File: src/sv/mee_pkg.sv
package mee_pkg;

  // APB register map: one 64-bit register per 8-byte slot
  localparam int APB_DW = 64;
  localparam int ADDR_W = 4;
  localparam logic REG_MODULUS = 1'b0;

  localparam logic [63:0] RESET_MODULUS = 64'd1000000007;

  typedef struct packed {
    logic busy;
    logic done;
  } mul_stat_t;

endpackage

File: src/sv/mee_cfg.sv
module mee_cfg #(
  parameter int MW = 62
) (
  input  logic                        clk,
  input  logic                        rst,
  input  logic                        psel,
  input  logic                        penable,
  input  logic                        pwrite,
  input  logic [mee_pkg::ADDR_W-1:0]  paddr,
  input  logic [mee_pkg::APB_DW-1:0]  pwdata,
  output logic [mee_pkg::APB_DW-1:0]  prdata,
  output logic                        pready,
  output logic [MW-1:0]               modulus
);
  import mee_pkg::*;

  logic reg_idx;
  logic wr_en;

  assign reg_idx = paddr[ADDR_W-1];
  assign pready  = 1'b1;
  assign wr_en   = psel && penable && pwrite && pready;

  always_ff @(posedge clk) begin
    if (rst) begin
      modulus <= RESET_MODULUS[MW-1:0];
    end else if (wr_en && reg_idx == REG_MODULUS) begin
      modulus <= pwdata[MW-1:0];
    end
  end

  always_comb begin
    prdata = '0;
    if (reg_idx == REG_MODULUS) begin
      prdata[MW-1:0] = modulus;
    end
  end

endmodule

File: src/sv/mee_modmul.sv
module mee_modmul #(
  parameter int MW = 62
) (
  input  logic               clk,
  input  logic               rst,
  input  logic               start,
  input  logic [MW-1:0]      x_in,
  input  logic [MW-1:0]      y1_in,
  input  logic [MW-1:0]      y2_in,
  input  logic [MW-1:0]      modulus,
  output mee_pkg::mul_stat_t stat,
  output logic [MW-1:0]      prod1,
  output logic [MW-1:0]      prod2
);
  import mee_pkg::*;

  localparam int CW = $clog2(MW);
  localparam logic [CW-1:0] LAST = CW'(MW - 1);

  logic          busy;
  logic          done;
  logic [CW-1:0] cnt;
  logic [MW-1:0] x;
  logic [MW-1:0] y1;
  logic [MW-1:0] y2;
  logic [MW-1:0] acc1;
  logic [MW-1:0] acc2;
  logic [MW-1:0] x_next;
  logic [MW-1:0] acc1_next;
  logic [MW-1:0] acc2_next;

  function automatic logic [MW-1:0] add_mod(input logic [MW-1:0] a,
                                            input logic [MW-1:0] b,
                                            input logic [MW-1:0] m);
    logic [MW:0] s;
    s = {1'b0, a} + {1'b0, b};
    if (s >= {1'b0, m}) begin
      s = s - {1'b0, m};
    end
    return s[MW-1:0];
  endfunction

  // Both products share the multiplicand x: acc1 = x*y1, acc2 = x*y2 (mod m)
  always_comb begin
    x_next    = add_mod(x, x, modulus);
    acc1_next = y1[0] ? add_mod(acc1, x, modulus) : acc1;
    acc2_next = y2[0] ? add_mod(acc2, x, modulus) : acc2;
  end

  always_ff @(posedge clk) begin
    if (rst) begin
      busy <= 1'b0;
      done <= 1'b0;
      cnt  <= '0;
    end else begin
      done <= 1'b0;
      if (start) begin
        busy <= 1'b1;
        cnt  <= '0;
        x    <= x_in;
        y1   <= y1_in;
        y2   <= y2_in;
        acc1 <= '0;
        acc2 <= '0;
      end else if (busy) begin
        x    <= x_next;
        acc1 <= acc1_next;
        acc2 <= acc2_next;
        y1   <= {1'b0, y1[MW-1:1]};
        y2   <= {1'b0, y2[MW-1:1]};
        cnt  <= cnt + 1'b1;
        if (cnt == LAST) begin
          busy <= 1'b0;
          done <= 1'b1;
        end
      end
    end
  end

  assign stat.busy = busy;
  assign stat.done = done;
  assign prod1     = acc1;
  assign prod2     = acc2;

  a_done_after_busy: assert property (@(posedge clk) disable iff (rst)
    done |-> $past(busy))
    else $error("product done without a running multiply");

  a_operands_reduced: assert property (@(posedge clk) disable iff (rst)
    (busy && !start) |-> (acc1 < modulus && acc2 < modulus && x < modulus))
    else $error("multiply operand left the residue range");

endmodule

File: src/sv/modular_exponentiation_unit.sv
// Computes base^exponent mod modulus by right-to-left square-and-multiply.
// The base is first reduced by restoring division; each exponent bit then takes one
// shared-multiplicand multiply; a zero exponent skips both and gives 1.
// The bit-serial modular multiplier (one multiplier bit per cycle) sets the rate;
// one item is in work at a time, and the next may enter while a result waits.
// Synchronous reset clears control and loads the modulus register with 1000000007.
module modular_exponentiation_unit #(
  parameter int DATA_WIDTH = 64
) (
  input  logic                        clk,
  input  logic                        rst,
  input  logic                        in_valid,
  output logic                        in_stall,
  input  logic [DATA_WIDTH-2:0]       base_value,
  input  logic [DATA_WIDTH-2:0]       exponent_value,
  output logic                        out_valid,
  input  logic                        out_stall,
  output logic [DATA_WIDTH-3:0]       power_result,
  input  logic                        psel,
  input  logic                        penable,
  input  logic                        pwrite,
  input  logic [mee_pkg::ADDR_W-1:0]  paddr,
  input  logic [mee_pkg::APB_DW-1:0]  pwdata,
  output logic [mee_pkg::APB_DW-1:0]  prdata,
  output logic                        pready
);
  import mee_pkg::*;

  localparam int IW  = DATA_WIDTH - 1;
  localparam int MW  = DATA_WIDTH - 2;
  localparam int RCW = $clog2(IW);
  localparam logic [RCW-1:0] RLAST = RCW'(IW - 1);

  localparam logic [2:0] S_IDLE   = 3'd0;
  localparam logic [2:0] S_REDUCE = 3'd1;
  localparam logic [2:0] S_EXP    = 3'd2;
  localparam logic [2:0] S_WAIT   = 3'd3;
  localparam logic [2:0] S_FINISH = 3'd4;

  logic [2:0]     state;
  logic [IW-1:0]  e_q;
  logic [IW-1:0]  bsh;
  logic [MW-1:0]  b_q;
  logic [MW-1:0]  r_q;
  logic [RCW-1:0] rcnt;
  logic [MW-1:0]  modulus;
  logic [MW:0]    rem_sh;
  logic [MW:0]    rem_red;
  logic           in_acc;
  logic           out_free;
  logic           out_load;
  logic           mul_start;
  mul_stat_t      mul_stat;
  logic [MW-1:0]  prod1;
  logic [MW-1:0]  prod2;

  mee_cfg #(.MW(MW)) u_cfg (
    .clk     (clk),
    .rst     (rst),
    .psel    (psel),
    .penable (penable),
    .pwrite  (pwrite),
    .paddr   (paddr),
    .pwdata  (pwdata),
    .prdata  (prdata),
    .pready  (pready),
    .modulus (modulus)
  );

  mee_modmul #(.MW(MW)) u_modmul (
    .clk     (clk),
    .rst     (rst),
    .start   (mul_start),
    .x_in    (b_q),
    .y1_in   (r_q),
    .y2_in   (b_q),
    .modulus (modulus),
    .stat    (mul_stat),
    .prod1   (prod1),
    .prod2   (prod2)
  );

  assign in_stall  = (state != S_IDLE);
  assign in_acc    = in_valid && !in_stall;
  assign out_free  = !out_valid || !out_stall;
  assign out_load  = (state == S_FINISH) && out_free;
  assign mul_start = (state == S_EXP) && (e_q != '0);

  // One restoring-division step per cycle: shift in the next base bit
  assign rem_sh  = {b_q, bsh[IW-1]};
  assign rem_red = (rem_sh >= {1'b0, modulus}) ? rem_sh - {1'b0, modulus} : rem_sh;

  always_ff @(posedge clk) begin
    if (rst) begin
      out_valid <= 1'b0;
    end else if (out_load) begin
      out_valid <= 1'b1;
    end else if (!out_stall) begin
      out_valid <= 1'b0;
    end
  end

  always_ff @(posedge clk) begin
    if (rst) begin
      state     <= S_IDLE;
      rcnt      <= '0;
    end else begin
      case (state)
        S_IDLE: begin
          if (in_acc) begin
            e_q  <= exponent_value;
            bsh  <= base_value;
            b_q  <= '0;
            rcnt <= '0;
            if (exponent_value == '0) begin
              r_q   <= MW'(1);
              state <= S_FINISH;
            end else if (modulus == '0) begin
              r_q   <= '0;
              state <= S_FINISH;
            end else begin
              state <= S_REDUCE;
            end
          end
        end
        S_REDUCE: begin
          b_q  <= rem_red[MW-1:0];
          bsh  <= {bsh[IW-2:0], 1'b0};
          rcnt <= rcnt + 1'b1;
          if (rcnt == RLAST) begin
            r_q   <= (modulus == MW'(1)) ? '0 : MW'(1);
            state <= S_EXP;
          end
        end
        S_EXP: begin
          state <= (e_q == '0) ? S_FINISH : S_WAIT;
        end
        S_WAIT: begin
          if (mul_stat.done) begin
            if (e_q[0]) begin
              r_q <= prod1;
            end
            b_q   <= prod2;
            e_q   <= {1'b0, e_q[IW-1:1]};
            state <= S_EXP;
          end
        end
        S_FINISH: begin
          // hold until the output register is free
          if (out_free) begin
            power_result <= r_q;
            state        <= S_IDLE;
          end
        end
        default: begin
          state <= S_IDLE;
        end
      endcase
    end
  end

  a_accept_leaves_idle: assert property (@(posedge clk) disable iff (rst)
    in_acc |=> (state != S_IDLE))
    else $error("accepted item did not start work");

  a_result_from_finish: assert property (@(posedge clk) disable iff (rst)
    $rose(out_valid) |-> ($past(state) == S_FINISH))
    else $error("result shown without a finished item");

  a_residues_reduced: assert property (@(posedge clk) disable iff (rst)
    (state == S_EXP) |-> (r_q < modulus && b_q < modulus))
    else $error("exponentiation state left the residue range");

  a_mul_idle_on_start: assert property (@(posedge clk) disable iff (rst)
    mul_start |-> !mul_stat.busy)
    else $error("multiply started while busy");

endmodule
File: config.mk
export PLATFORM = sky130hd
export DESIGN_NAME = modular_exponentiation_unit
export DESIGN_NICKNAME = d
export VERILOG_FILES = /design/src/sv/mee_pkg.sv /design/src/sv/mee_cfg.sv /design/src/sv/mee_modmul.sv /design/src/sv/modular_exponentiation_unit.sv
export SDC_FILE = /design/constraint.sdc
export NUM_CORES = 2
export LEC_CHECK = 0
export BUFFER_PORTS_ARGS = -buffer_cell sky130_fd_sc_hd__buf_2
export CAP_MARGIN = 20
export CELL_PAD_IN_SITES_DETAIL_PLACEMENT = 0
export CELL_PAD_IN_SITES_GLOBAL_PLACEMENT = 2
export CORE_ASPECT_RATIO = 0.9
export CORE_MARGIN = 2
export CORE_UTILIZATION = 42
export DETAILED_ROUTE_END_ITERATION = 8
export PLACE_DENSITY = 0.92
export SYNTH_ARGS = -nofsm -noshare
export SYNTH_HDL_FRONTEND = slang
export SYNTH_SLANG_ARGS = --single-unit
File: constraint.sdc
create_clock -name clk -period 37.5 [get_ports clk]
set_input_delay 0 -clock clk [delete_from_list [all_inputs] [get_ports clk]]
set_output_delay 0 -clock clk [all_outputs]
set_load 0.05 [all_outputs]
; ---- Yosys cells after proc, flatten, opt, wreduce, memory -nomap -nowiden
; Cells that the tools add are included.
[classes]
add_sub_neg = 9
n_mul = 0
div_mod_pow = 0
n_lt_le_gt_ge = 4
n_eq_ne = 14
shift = 0
muxes = 47
bitwise_logic = 3
reduce_logical = 34
[op_table]
columns = cell, n
row1 = two-way mux 62 bit, 23
row2 = one-hot mux 62 bit (3 select lines), 2
row3 = greater-or-equal comparator 63 x 62 -> 1 bit, 4
row4 = one-hot mux 63 bit (2 select lines), 2
row5 = subtractor 62 bit, 4
row6 = adder 62 x 62 -> 63 bit, 3
row7 = two-way mux 63 bit, 3
row8 = zero test 63 bit, 2
row9 = nonzero test 63 bit, 1
row10 = equality test 62 x 1 -> 1 bit (second input constant), 1
row11 = zero test 62 bit, 1
row12 = two-way mux 3 bit, 7
row13 = one-hot mux 3 bit (5 select lines), 1
row14 = adder 6 x 1 -> 6 bit (second input constant), 2
row15 = equality test 6 bit (second input constant), 2
row16 = one-hot mux 6 bit (2 select lines), 1
row17 = AND reduction 3 bit, 4
row18 = AND reduction 4 bit, 3
row19 = nonzero test 2 bit, 5
row20 = != test 2 bit (second input constant), 4
row21 = two-way mux 1 bit, 7
row22 = AND reduction 7 bit, 1
row23 = equality test 3 x 2 -> 1 bit (second input constant), 2
row24 = logical AND 1 bit, 6
row25 = other kinds (13), 20
[totals]
regBits = 702
latch_bits = 0
ram_bits = 0
mem_bits_ro = 0
input_bits = 201
wordCells = 128
mem_count = 0

; ---- Longest topological paths before layout
[depth]
ltp_word = 5
mapped_depth = 29
depth_no_buf = 26

; ---- Cells and area by module
; Synthesis repeated with hierarchy kept, for this count alone.
[hier_totals]
hier_cells = 5940
hier_area_um2 = 53107.2
[by_module_without_submodules]
columns = mod, n_inst, cells_each, area_per_inst_um2, seq_area_each_um2
row1 = mee_modmul, 1, 3827, 32397.3, 9469.1
row2 = modular_exponentiation_unit, 1, 1771, 17515.5, 9569.2
row3 = mee_cfg, 1, 342, 3194.3, 1241.2

; ---- Worst setup path before layout
; Ideal clock, no wire load.
[synth_path]
path_kind = flip-flop to flip-flop
start = register u_cfg.modulus[1]
end = register r_q[0] (enable)
t_arrival_ns = 10.911
required_time_ns = 36.687
setup_slack_ns = 25.776
stages_incl_launch_ff = 6
cell_sequence = dfxtp_1 -> nor4_1 -> nand4_1 -> nor4_1 -> a21oi_1 -> a2111oi_0
[synth_via]
elab_chain_len = 3
[synth_lines]
columns = element, line_no
row1 = "start, declared", mee_cfg.sv:13  ; output logic [MW-1:0] modulus
row2 = "start signal, assigned", mee_cfg.sv:26  ; modulus <= RESET_MODULUS[MW-1:0];
row3 = "start signal, assigned", mee_cfg.sv:28  ; modulus <= pwdata[MW-1:0];
row4 = zero test 62 bit, modular_exponentiation_unit.sv:118  ; end else if (modulus == '0) begin
row5 = != test 3 bit (no source line), -
row6 = AND reduction 7 bit (no source line), -
row7 = "end signal, assigned", modular_exponentiation_unit.sv:131  ; r_q <= (modulus == MW'(1)) ? '0 : MW'(1);
row8 = "end signal, assigned", modular_exponentiation_unit.sv:141  ; r_q <= prod1;
row9 = "end, declared", modular_exponentiation_unit.sv:44  ; logic [MW-1:0] r_q;
; No other way between the ends.
; A chain may end at the register's enable or synchronous reset.

; ---- Worst setup path in the final report
[layout_path]
start = register u_modmul.x[1]
end = register u_modmul.acc1[40] (netlist: u_modmul.prod1[40]), data pin
[layout_via]
elab_chain_len = 5
word_cells_on_any_way = 6
classes_between = add/sub: 2 / order compare: 1 / mux: 3
[layout_lines]
columns = element, line_no
row1 = "start, declared", mee_modmul.sv:23  ; logic [MW-1:0] x;
row2 = "start signal, assigned", mee_modmul.sv:60  ; x <= x_in;
row3 = "start signal, assigned", mee_modmul.sv:66  ; x <= x_next;
row4 = adder 62 x 62 -> 63 bit *, mee_modmul.sv:36  ; s = {1'b0, a} + {1'b0, b};
row5 = subtractor 62 bit / greater-or-equal comparator 63 x 62 -> 1 bit (equally long branches), "mee_modmul.sv:38, mee_modmul.sv:37"
row6 = two-way mux 62 bit *, mee_modmul.sv:37  ; if (s >= {1'b0, m}) begin
row7 = two-way mux 62 bit *, mee_modmul.sv:46  ; acc1_next = y1[0] ? add_mod(acc1, x, modulus) : acc1;
row8 = two-way mux 62 bit *, mee_modmul.sv:65  ; end else if (busy) begin
row9 = "end signal, assigned", mee_modmul.sv:67  ; acc1 <= acc1_next;
row10 = "end, declared", mee_modmul.sv:26  ; logic [MW-1:0] acc1;
; Every way passes the cells marked *; elsewhere a longest branch is shown, timed or not. The select of a mux whose other input is x is not followed.

==> results.tsv <==
metric	value	unit
grt_pass1_vias	42307	
cts-buffers-inserted	84	
grt_max_degree	142	
cp_slowest_cell	buf_4	
cts_resized	0	
synth_mux_area_share	1.92	%
grt_pass1_wl	255000	um
die_h	337	um
crit_fanout	54	
grt_usage	26.1	%
dr_total_vias	45704	
status	completed	
firstDrtPassIters	7	
hp-class	primary input to flop	
postCtsSetupRepairBufs	0	
synthCells	6026	
worstSkewPairLatency	710	ps
wl	169000	um
globalRouteOverflowTotal	0	
ir_drop	0.0327	mV
final.min_clock_period	8670	ps
antenna_found_initial	2	
viasPerCell	5.65	
holdBufCountCts	250	
setup_violations	0	
first_iter_violations	4079	
hold_viol	0	
num_rows	122	
syn_to_final_growth	15.8	%
synth_area	51700	um^2
synthAdderAreaFrac	9.33	%
numClockSinks	702	
drive_gt1_share	8.93	%
die_w	374	um
clkTransAtPathRegs	60	ps
final_core_util	48.9	%
slew_headroom	27.3	%
rsz0062_at_grt	no	
die_area	126000	um^2
ys.flop_type	edfxtp_1	
power_density	33.5	nW/um^2
tightestPinTransition	1090	ps
synth-async-reset-ratio	0	%
synth-seq-cells	702	
finalClockSkew	26.4	ps
core_area	123000	um^2
max_cap_viol_count	0	
synth-compound-area-share	19.3	%
avgSynthCellArea	8.59	um^2
setup_ws	28830	ps
synth_top_family_by_area	simple AND/OR/NAND/NOR gates	
ys_seq_area_share	39.2	%
crit_top_cell	a21oi_1	
synth-xor-area-share	5.86	%
synth-simple-area-share	20.5	%
initial_core_util	42.2	%
setup_tns	0	ps
dp_slack	28940	ps
dp.final_hpwl	132000	um
worstSetupPathType	flop to flop	
io_pins	330	
cts_tree	done	
port_buffers	321	
crit_arrival	9110	ps
synth_edf_count	622	
root_buffer	clkbuf_16	
clockBufferDepth	3	
cp-end-kind	flop	
power_leakage	0.0252	uW
yosysUniqueCellTypes	94	
crit_path_max_incr_delay	690	ps
period_share	23.1	%
htreeDepth	3	
yosys_warnings	0	
route.detailed.drc	0	
ant_nets	0	
wl_per_cell	20.9	um
finalNetCount	6997	
max_freq	115	MHz
drv_slew	0	
place.gp.congestion	0.945	
startpoint_type	flop	
cp.required	37940	ps
-- worst paths after layout --
| check | startpoint | endpoint | slack [ps] | depth (start not counted) |
|---|---|---|---|---|
| setup reg to reg | u_modmul.x[1] | u_modmul.prod1[40] | 28830 | 26 |
| hold reg to reg | r_q[38] | power_result[38] | 440 | 0 |
| hold / removal | pwdata[15] | u_cfg.modulus[15] | 50 | 3 |
| setup / recovery | u_modmul.x[1] | u_modmul.prod1[40] | 28830 | 26 |
-- critical path: cells and delay by family (launching register included) --
kind / cells / cell delay, ps
buf+inv: 2 / 1010
simple gates: 9 / 2280
mux: 1 / 410
compound gates: 11 / 2960
flops: 1 / 630
xor+xnor: 1 / 190
fa+ha+maj: 2 / 910
-- layer usage --
metal,part of all wire (%),track usage [%]
met4,3.3,8.41
met1,51,41.9
met5,0,0
met2,38,35.2
met3,7.2,3.66
-- through the flow --
stage	hold WS, ps	instances	total power (uW)	instance area, um^2
final	52.2	8096	2000	59900
after global routing	62.6	8093	2080	59900
after CTS	1.15	8091	2020	59900
after detailed placement	208	7688	1160	54600
after global placement	204	7688	1160	54600
after floorplan	118	6027	1090	51700
-- state kept, by name, indices dropped and copies added (netlist names) --
signal and flops:
bsh 63, e_q 63, b_q 62, power_result 62, r_q 62, u_cfg.modulus 62
u_modmul.prod1 62, u_modmul.prod2 62, u_modmul.x 62, u_modmul.y1 62, u_modmul.y2 62, rcnt 6
u_modmul.cnt 6, state 3, out_valid 1, u_modmul.busy 1, u_modmul.done 1
-- logic make-up after synthesis --
group,after synthesis
adders and majority gates,382
xor gates and xnor gates,346
and+or+nand+nor,2415
other,2
buffers and inverters,507
muxes,99
AOI/OAI and AO/OA,1573
DFF,702
-- synth_stat cells (19+ instances only) --
library cell,count,area [um^2]
nand2_1,1258,4720
edfxtp_1,622,18700
a21oi_1,519,2600
nor2_1,518,1940
ha_1,376,4700
o21ai_0,299,1500
clkbuf_1,274,1030
xnor2_1,220,1930
a21o_1,213,1600
inv_1,183,687
xor2_1,126,1100
and3_1,113,707
nand4_1,102,638
mux2i_1,98,981
nand3_1,87,435
dfxtp_1,80,1600
a31oi_1,72,450
nor3_1,64,320
o21bai_1,64,480
a211oi_1,59,443
nor4_1,59,369
nor2b_1,56,350
nand2b_1,45,282
o211ai_1,42,315
a211o_1,35,307
o21a_1,33,248
and2_1,32,200
a311oi_1,27,236
o31ai_1,24,180
or3_1,19,119
-- where the power goes --
part | internal, uW | leakage [uW] | switching [uW]
Sequential | 875 | 0.00636 | 17.8
Clock | 480 | 0.00135 | 354
Combinational | 110 | 0.0175 | 168
Total | 1470 | 0.0252 | 539
-- placed cells by master, fill, tap and decap left out, drive strengths merged, types with 19 or more instances in the layout --
master	Yosys	routed
nand2	1258	1258
edfxtp	622	622
a21oi	522	522
nor2	518	518
ha	376	376
buf	47	373
o21ai	310	310
dlygate4sd3	0	250
xnor2	220	220
a21o	213	213
inv	184	190
xor2	126	126
and3	113	113
clkbuf	275	106
nand4	102	102
mux2i	98	98
nand3	88	88
dfxtp	80	80
a31oi	72	72
a211oi	70	70
o21bai	64	64
nor3	64	64
nor4	59	59
nor2b	56	56
nand2b	45	45
o211ai	43	43
a211o	35	35
o21a	33	33
and2	33	33
clkinv	1	30
a311oi	27	27
o31ai	26	26
or3	19	19
-- cell type report --
type,count,area (um^2)
Inverter,185,694
Clock buffer,106,2270
Clock inverter,47,497
Sequential cell,702,20300
Timing Repair Buffer,623,4550
Multi-Input combinational cell,4818,29600
Fill cell,11909,62700
Tap cell,1612,2020
Antenna cell,3,7.51
Power figures use the tool's default switching activity.
